File: config.mk
export PLATFORM = sky130hd
export DESIGN_NAME = top5_class_selector
export DESIGN_NICKNAME = d
export VERILOG_FILES = /design/src/rtl/top5_pkg.sv /design/src/rtl/top5_list.sv /design/src/rtl/top5_drain.sv /design/src/rtl/top5_class_selector.sv
export SDC_FILE = /design/constraint.sdc
export NUM_CORES = 1
export LEC_CHECK = 0
export ABC_AREA = 1
export BUFFER_PORTS_ARGS = -buffer_cell sky130_fd_sc_hd__buf_4
export CAP_MARGIN = 25
export CORE_MARGIN = 1.5
export CORE_UTILIZATION = 40
export CTS_CLUSTER_SIZE = 30
export DETAILED_ROUTE_END_ITERATION = 12
export PLACE_DENSITY = 0.65
export SYNTH_ARGS = -nofsm -noshare
export SYNTH_HDL_FRONTEND = slang
export SYNTH_HIERARCHICAL = 1
export SYNTH_SLANG_ARGS = --single-unit
File: constraint.sdc
create_clock -name aclk -period 6 [get_ports aclk]
set_input_delay 1.2 -clock aclk [delete_from_list [all_inputs] [get_ports aclk]]
set_output_delay 1.2 -clock aclk [all_outputs]
set_load 0.1 [all_outputs]
File: src/rtl/top5_pkg.sv
// Shared types and constants for the top-5 class selector.
// No dependencies; used by every module in rtl/.
`timescale 1ns / 1ps

package top5_pkg;

    localparam int SCORE_W         = 16;
    localparam int LABEL_W         = 10;
    localparam int RANK_W          = 3;
    localparam int TOP_K_DEF       = 5;
    localparam int MAX_CLASSES_DEF = 1024;

    typedef logic signed [SCORE_W-1:0] score_t;
    typedef logic        [LABEL_W-1:0] label_t;
    typedef logic        [RANK_W-1:0]  rank_t;

    typedef struct packed {
        score_t score;
        logic   last_class;
    } in_beat_t;

    typedef struct packed {
        rank_t  rank;
        label_t class_label;
        logic   entry_valid;
        logic   last_rank;
    } out_beat_t;

endpackage

File: src/rtl/top5_list.sv
// Sorted best-score list with class counter; one insert per accepted beat.
// Depends on top5_pkg.
`timescale 1ns / 1ps

module top5_list #(
    parameter int TOP_K       = top5_pkg::TOP_K_DEF,
    parameter int MAX_CLASSES = top5_pkg::MAX_CLASSES_DEF
) (
    input  logic                aclk,
    input  logic                aresetn,
    input  logic                take,
    input  top5_pkg::in_beat_t  in_beat,
    output top5_pkg::label_t    snap_labels [TOP_K],
    output logic                snap_used   [TOP_K]
);

    localparam int CNT_W = $clog2(MAX_CLASSES);

    top5_pkg::score_t scores_reg [TOP_K];
    top5_pkg::score_t scores_next[TOP_K];
    top5_pkg::label_t labels_reg [TOP_K];
    top5_pkg::label_t labels_next[TOP_K];
    logic             used_reg   [TOP_K];
    logic             used_next  [TOP_K];
    logic [CNT_W-1:0] count_reg;
    logic [CNT_W-1:0] count_next;
    logic             ge         [TOP_K];
    top5_pkg::label_t new_label;

    assign new_label = top5_pkg::label_t'(count_reg);

    // Entry i gives way when it is empty or not above the new score.
    always_comb begin
        for (int i = 0; i < TOP_K; i++) begin
            ge[i] = !used_reg[i] || (in_beat.score >= scores_reg[i]);
        end
    end

    // Hold above the insert point, drop the new beat in at it, shift below it.
    always_comb begin
        for (int i = 0; i < TOP_K; i++) begin
            if (!ge[i]) begin
                scores_next[i] = scores_reg[i];
                labels_next[i] = labels_reg[i];
                used_next[i]   = used_reg[i];
            end else if (i == 0 || !ge[(i > 0) ? i - 1 : 0]) begin
                scores_next[i] = in_beat.score;
                labels_next[i] = new_label;
                used_next[i]   = 1'b1;
            end else begin
                scores_next[i] = scores_reg[(i > 0) ? i - 1 : 0];
                labels_next[i] = labels_reg[(i > 0) ? i - 1 : 0];
                used_next[i]   = used_reg[(i > 0) ? i - 1 : 0];
            end
        end
        if (count_reg == CNT_W'(MAX_CLASSES - 1)) begin
            count_next = '0;
        end else begin
            count_next = count_reg + CNT_W'(1);
        end
    end

    always_comb begin
        for (int i = 0; i < TOP_K; i++) begin
            snap_labels[i] = labels_next[i];
            snap_used[i]   = used_next[i];
        end
    end

    always_ff @(posedge aclk) begin
        if (!aresetn) begin
            count_reg <= '0;
            for (int i = 0; i < TOP_K; i++) begin
                used_reg[i] <= 1'b0;
            end
        end else if (take) begin
            if (in_beat.last_class) begin
                count_reg <= '0;
                for (int i = 0; i < TOP_K; i++) begin
                    used_reg[i] <= 1'b0;
                end
            end else begin
                count_reg <= count_next;
                for (int i = 0; i < TOP_K; i++) begin
                    used_reg[i] <= used_next[i];
                end
            end
        end
    end

    always_ff @(posedge aclk) begin
        if (take) begin
            for (int i = 0; i < TOP_K; i++) begin
                scores_reg[i] <= scores_next[i];
                labels_reg[i] <= labels_next[i];
            end
        end
    end

endmodule

File: src/rtl/top5_drain.sv
// Result buffer: holds a finished ranking and sends it one rank per beat.
// Depends on top5_pkg.
`timescale 1ns / 1ps

module top5_drain #(
    parameter int TOP_K = top5_pkg::TOP_K_DEF
) (
    input  logic                aclk,
    input  logic                aresetn,
    input  logic                load,
    input  top5_pkg::label_t    load_labels [TOP_K],
    input  logic                load_used   [TOP_K],
    output logic                free,
    output logic                m_valid,
    input  logic                m_ready,
    output top5_pkg::out_beat_t m_data
);

    localparam int IDX_W = (TOP_K > 1) ? $clog2(TOP_K) : 1;

    top5_pkg::label_t labels_reg [TOP_K];
    logic             used_reg   [TOP_K];
    logic [IDX_W-1:0] idx_reg;
    logic             busy_reg;
    logic             at_end;

    assign at_end  = (idx_reg == IDX_W'(TOP_K - 1));
    assign free    = !busy_reg || (m_ready && at_end);
    assign m_valid = busy_reg;

    always_comb begin
        m_data.rank        = top5_pkg::rank_t'(idx_reg);
        m_data.entry_valid = used_reg[idx_reg];
        m_data.class_label = used_reg[idx_reg] ? labels_reg[idx_reg] : '0;
        m_data.last_rank   = at_end;
    end

    always_ff @(posedge aclk) begin
        if (!aresetn) begin
            busy_reg <= 1'b0;
            idx_reg  <= '0;
        end else if (load) begin
            busy_reg <= 1'b1;
            idx_reg  <= '0;
        end else if (busy_reg && m_ready) begin
            if (at_end) begin
                busy_reg <= 1'b0;
            end else begin
                idx_reg <= idx_reg + IDX_W'(1);
            end
        end
    end

    always_ff @(posedge aclk) begin
        if (load) begin
            for (int i = 0; i < TOP_K; i++) begin
                labels_reg[i] <= load_labels[i];
                used_reg[i]   <= load_used[i];
            end
        end
    end

endmodule

File: src/rtl/top5_class_selector.sv
// Top level of the streaming top-K class selector.
// Depends on top5_pkg, top5_list and top5_drain.
`timescale 1ns / 1ps

// Takes one signed class score per beat, in class order, and keeps the TOP_K
// best scores with their class labels (an internal counter, restarting at
// zero for each image and wrapping after MAX_CLASSES - 1). Equal scores rank
// the later class higher. A beat with last_class set is scored like any
// other, then the ranking is sent as TOP_K result beats, rank 0 first, one
// per cycle while m_ready is high, starting the cycle after that beat; ranks
// left empty carry entry_valid 0 and label 0, and the final beat carries
// last_rank. Scoring beats are taken every cycle: the TOP_K parallel compares
// and the list update are combinational between the list registers. The list
// clears as soon as the ranking moves into the result buffer, so the next
// image streams in while results drain. Only a last_class beat can stall,
// and only while the previous ranking is still draining; images of at least
// TOP_K classes therefore never stall when the result side keeps up.

module top5_class_selector #(
    parameter int TOP_K       = top5_pkg::TOP_K_DEF,
    parameter int MAX_CLASSES = top5_pkg::MAX_CLASSES_DEF
) (
    input  logic                aclk,
    input  logic                aresetn,
    input  logic                s_valid,
    output logic                s_ready,
    input  top5_pkg::in_beat_t  s_data,
    output logic                m_valid,
    input  logic                m_ready,
    output top5_pkg::out_beat_t m_data
);

    logic             drain_free;
    logic             s_fire;
    logic             load;
    top5_pkg::label_t snap_labels [TOP_K];
    logic             snap_used   [TOP_K];

    // Hold a last beat only while the buffer still owes results.
    assign s_ready = !s_data.last_class || drain_free;
    assign s_fire  = s_valid && s_ready;
    assign load    = s_fire && s_data.last_class;

    top5_list #(
        .TOP_K       (TOP_K),
        .MAX_CLASSES (MAX_CLASSES)
    ) u_list (
        .aclk        (aclk),
        .aresetn     (aresetn),
        .take        (s_fire),
        .in_beat     (s_data),
        .snap_labels (snap_labels),
        .snap_used   (snap_used)
    );

    top5_drain #(
        .TOP_K       (TOP_K)
    ) u_drain (
        .aclk        (aclk),
        .aresetn     (aresetn),
        .load        (load),
        .load_labels (snap_labels),
        .load_used   (snap_used),
        .free        (drain_free),
        .m_valid     (m_valid),
        .m_ready     (m_ready),
        .m_data      (m_data)
    );

    // A ranking starts at rank 0 right after its last beat.
    a_run_start: assert property (@(posedge aclk) disable iff (!aresetn)
        load |=> (m_valid && m_data.rank == '0))
        else $error("result run did not start at rank 0");

    // After the final rank goes out, nothing or a fresh run follows.
    a_run_end: assert property (@(posedge aclk) disable iff (!aresetn)
        (m_valid && m_ready && m_data.last_rank)
            |=> (!m_valid || m_data.rank == '0))
        else $error("result run continued past its final rank");

    // Empty ranks only trail the filled ones.
    a_empty_tail: assert property (@(posedge aclk) disable iff (!aresetn)
        (m_valid && m_ready && !m_data.entry_valid && !m_data.last_rank)
            |=> !m_data.entry_valid)
        else $error("filled rank follows an empty one");

endmodule

==> results.txt <==
IO Pins -> 38
Largest net degree at the start of global routing -> 63
Number of cells on the critical path -> 8
Initial antenna violation count -> 0
Layout cells sized above 1 -> 0.0739
Global-route wire length before repair -> 44100 µm
Leak Pwr -> 6.04 nW
Die height -> 174 µm
Pins Over Slew Limit -> 0
Syn_nets -> 1425
Crit path max fanout -> 62
Synth Instances -> 1321
Core area -> 28800 µm²
CP Capture Type -> flop
Syn Std Cell Area -> 11700 µm²
CTS sink cnt -> 207
P&R area growth vs syn -> 9.88%
Worst Path Required -> 6.25 ns
Antenna violation net count after detailed routing -> 0
CTS clk-pin slew, worst paths -> 0.06 ns
Worst skew pair latency -> 0.52 ns
Buf+Inv Stages, Crit Path -> 2
Routing usage on met3 -> 0.0243
Result of the run -> complete, no violations
Max FFs per register -> 80
Number of fill cells -> 2737
Hold Crit Depth -> 2
Cell family with most CP delay -> simple AND/OR/NAND/NOR gates
Total power -> 0.00394 W
Post-layout minimum cycle time -> 3.85 ns
Num CTS Buffers -> 22
Final Hold Vio Count -> 0
Die area -> 30300 µm²
Synth async-reset ratio -> 0
IO Port Bufs -> 37
Share of the yosys chip area belonging to registers -> 0.516
Vias -> 8720
Worst-path cell chain -> buf_4, inv_1, ha_1, nand4_1, nor2_1, nor2_1, nand3_4, o21ai_0
Vias in the first global route -> 8120
Main synth FF type -> edfxtp_1
Drc violations -> 0
Routed Wire Length -> 27700 µm
Placer Congestion -> 0.871
Critical path data arrival time -> 4.11 ns
Final setup skew -> 0.0205 ns
Design Area, Final -> 12900 µm²
Setup Fix Bufs, Post-CTS -> 0
Global route overflow -> 0
CP most frequent cell -> nor2_1
Row cnt -> 62
H-Tree Depth -> 1
Peak supply drop -> 147 µV
GRT Total Usage -> 0.184
Pwr/cell area -> 306 nW/µm²
Yosys reg bits -> 207
Die width -> 174 µm
Mapped Avg Cell Area -> 8.87 µm²
EDFF count, synth -> 190
Post-CTS sizing -> 0
Synth warn -> 6
Clk root buf -> clkbuf_16
Number of diodes -> 0
Critical path launch point type -> primary input
Worst Tran Pin Value -> 0.946 ns
Worst rel slew slack -> 0.367
Clock buffer depth -> 3
Cell Area, Placed -> 12200 µm²
Initial DRC Count -> 893
Slowest CP cell -> nor2_1
Max cap viols -> 0
Tcrit/Tclk final -> 0.642
Fmax -> 260 MHz
Crit path kind -> in -> reg
TritonCTS clock tree -> built
Cts hold-fix bufs -> 0
Hold WC Path Type -> reg -> reg
Drt wl/cell -> 15.9 µm
Layout Nets -> 1441
Setup TNS -> 0 ns
Library cells used by synthesis -> 40
Drt pass-1 iters -> 6
Via density -> 5.02
Hpwl dp -> 19800 µm
Initial core utilization -> 0.407
Top Usage Layer GRT -> met2
Global-route met1 utilization -> 0.259
RSZ-0062 raised after global routing -> no
Met2 Use GR -> 0.298
FF-to-FF path depth -> 11
Worst path max stage delay -> 0.72 ns
Endpoints failing setup -> 0
## synthesized netlist by cell type (2+ instances only)
library cell,instances,area share
o21bai_1,4,0.0026
o21ai_1,28,0.012
ha_1,83,0.089
nor2_1,46,0.015
inv_2,5,0.0016
nand3_2,4,0.0034
clkbuf_1,7,0.0022
nor3b_1,2,0.0013
a21oi_2,5,0.0037
nand2_2,3,0.0016
a211oi_1,3,0.0019
clkinv_1,3,0.00096
inv_1,245,0.078
nor3_1,2,0.00085
a21o_1,4,0.0026
a31oi_1,3,0.0016
o21ai_0,60,0.026
edfxtp_1,190,0.49
buf_6,6,0.0058
nand3_1,74,0.032
nand2_1,364,0.12
nor2_2,5,0.0027
o22ai_1,2,0.0011
nand4_1,59,0.031
nand3_4,4,0.0060
dfxtp_1,17,0.029
a21oi_1,44,0.019
buf_4,16,0.010
buf_2,22,0.0094
## logic make-up after synthesis
logic type	count (synthesis)	synth area share
AO/OA/AOI/OAI	157	0.0728
XOR/XNOR	2	0.00149
adder cells (fa/ha/maj)	83	0.0886
buffers and inverters	305	0.109
flip-flops	207	0.516
other	1	0.000320
AND/OR/NAND/NOR	566	0.212
## per-stage QoR
step                setup WS [ns]   util  cells  hold WS (ns)
floorplan                    1.24      -   1321         0.491
global placement             1.71  0.425   1697         0.515
detailed placement           1.59  0.425   1697         0.517
CTS                          2.15  0.448   1737         0.523
global route                 1.91  0.448   1737         0.555
finish                       2.15  0.448   1737         0.527
## power by group
| group | internal, W | switching, W |
|---|---|---|
| clock | 0.000722 | 0.000556 |
| sequential | 0.00180 | 0.0000630 |
| combinational | 0.000232 | 0.000573 |
## path summary, 6_finish.rpt
path                                                from                 endpoint  slack (ns)
worst max-delay path                           s_data[1]  u_list/labels_reg[0][6]        2.15
worst min-delay path                  u_list/used_reg[1]      u_drain/used_reg[2]        0.53
worst max register to register  u_list/scores_reg[1][15]  u_list/scores_reg[1][7]        2.61
worst min register to register        u_list/used_reg[1]      u_drain/used_reg[2]        0.53
## cell usage in the layout, fill, tap and decap left out, types with 2 or more instances in the layout
| cell type | count |
|---|---|
| nand3_1 | 74 |
| a21oi_2 | 4 |
| nand2_1 | 364 |
| o21bai_1 | 4 |
| nor3b_1 | 2 |
| nand4_1 | 59 |
| a21oi_1 | 44 |
| edfxtp_1 | 190 |
| nand3_4 | 4 |
| dfxtp_1 | 17 |
| clkinv_1 | 10 |
| a21o_1 | 4 |
| buf_4 | 44 |
| nand2_2 | 3 |
| nor2_1 | 46 |
| inv_2 | 6 |
| a211oi_1 | 3 |
| nor3_1 | 2 |
| o21ai_1 | 28 |
| o22ai_1 | 2 |
| o21ai_0 | 60 |
| a31oi_1 | 2 |
| nor2_2 | 5 |
| ha_1 | 83 |
| inv_1 | 244 |
| clkbuf_16 | 22 |
| nand3_2 | 4 |
| clkbuf_1 | 8 |
## layout make-up
cell class / count / area (µm²) / area share
repair buffers: 44 / 330 / 0.0256
multi-input cells: 809 / 4410 / 0.343
inverters: 253 / 950 / 0.0737
clock buffers: 30 / 581 / 0.0451
clock inverters: 10 / 81.3 / 0.00631
flip-flops and latches: 207 / 6050 / 0.469
well taps: 384 / 480 / 0.0373
## worst register-to-register path: stages, from the launching register on
cell and delay, ns:
edfxtp_1 0.39, inv_1 0.09, ha_1 0.27, nand2_1 0.13, nor2_2 0.06, nand2_1 0.09
nor2_1 0.08, nor2_1 0.57, nand3_4 0.60, inv_1 0.53, nor2_1 0.08, buf_4 0.23
## metal layers
layer  vias up  wire (µm)
li1       4386          -
met1      4045      12700
met2       258      12700
met3        31       1750
met5         -          0
met4         0        509
(Power assumes the default switching activity.)
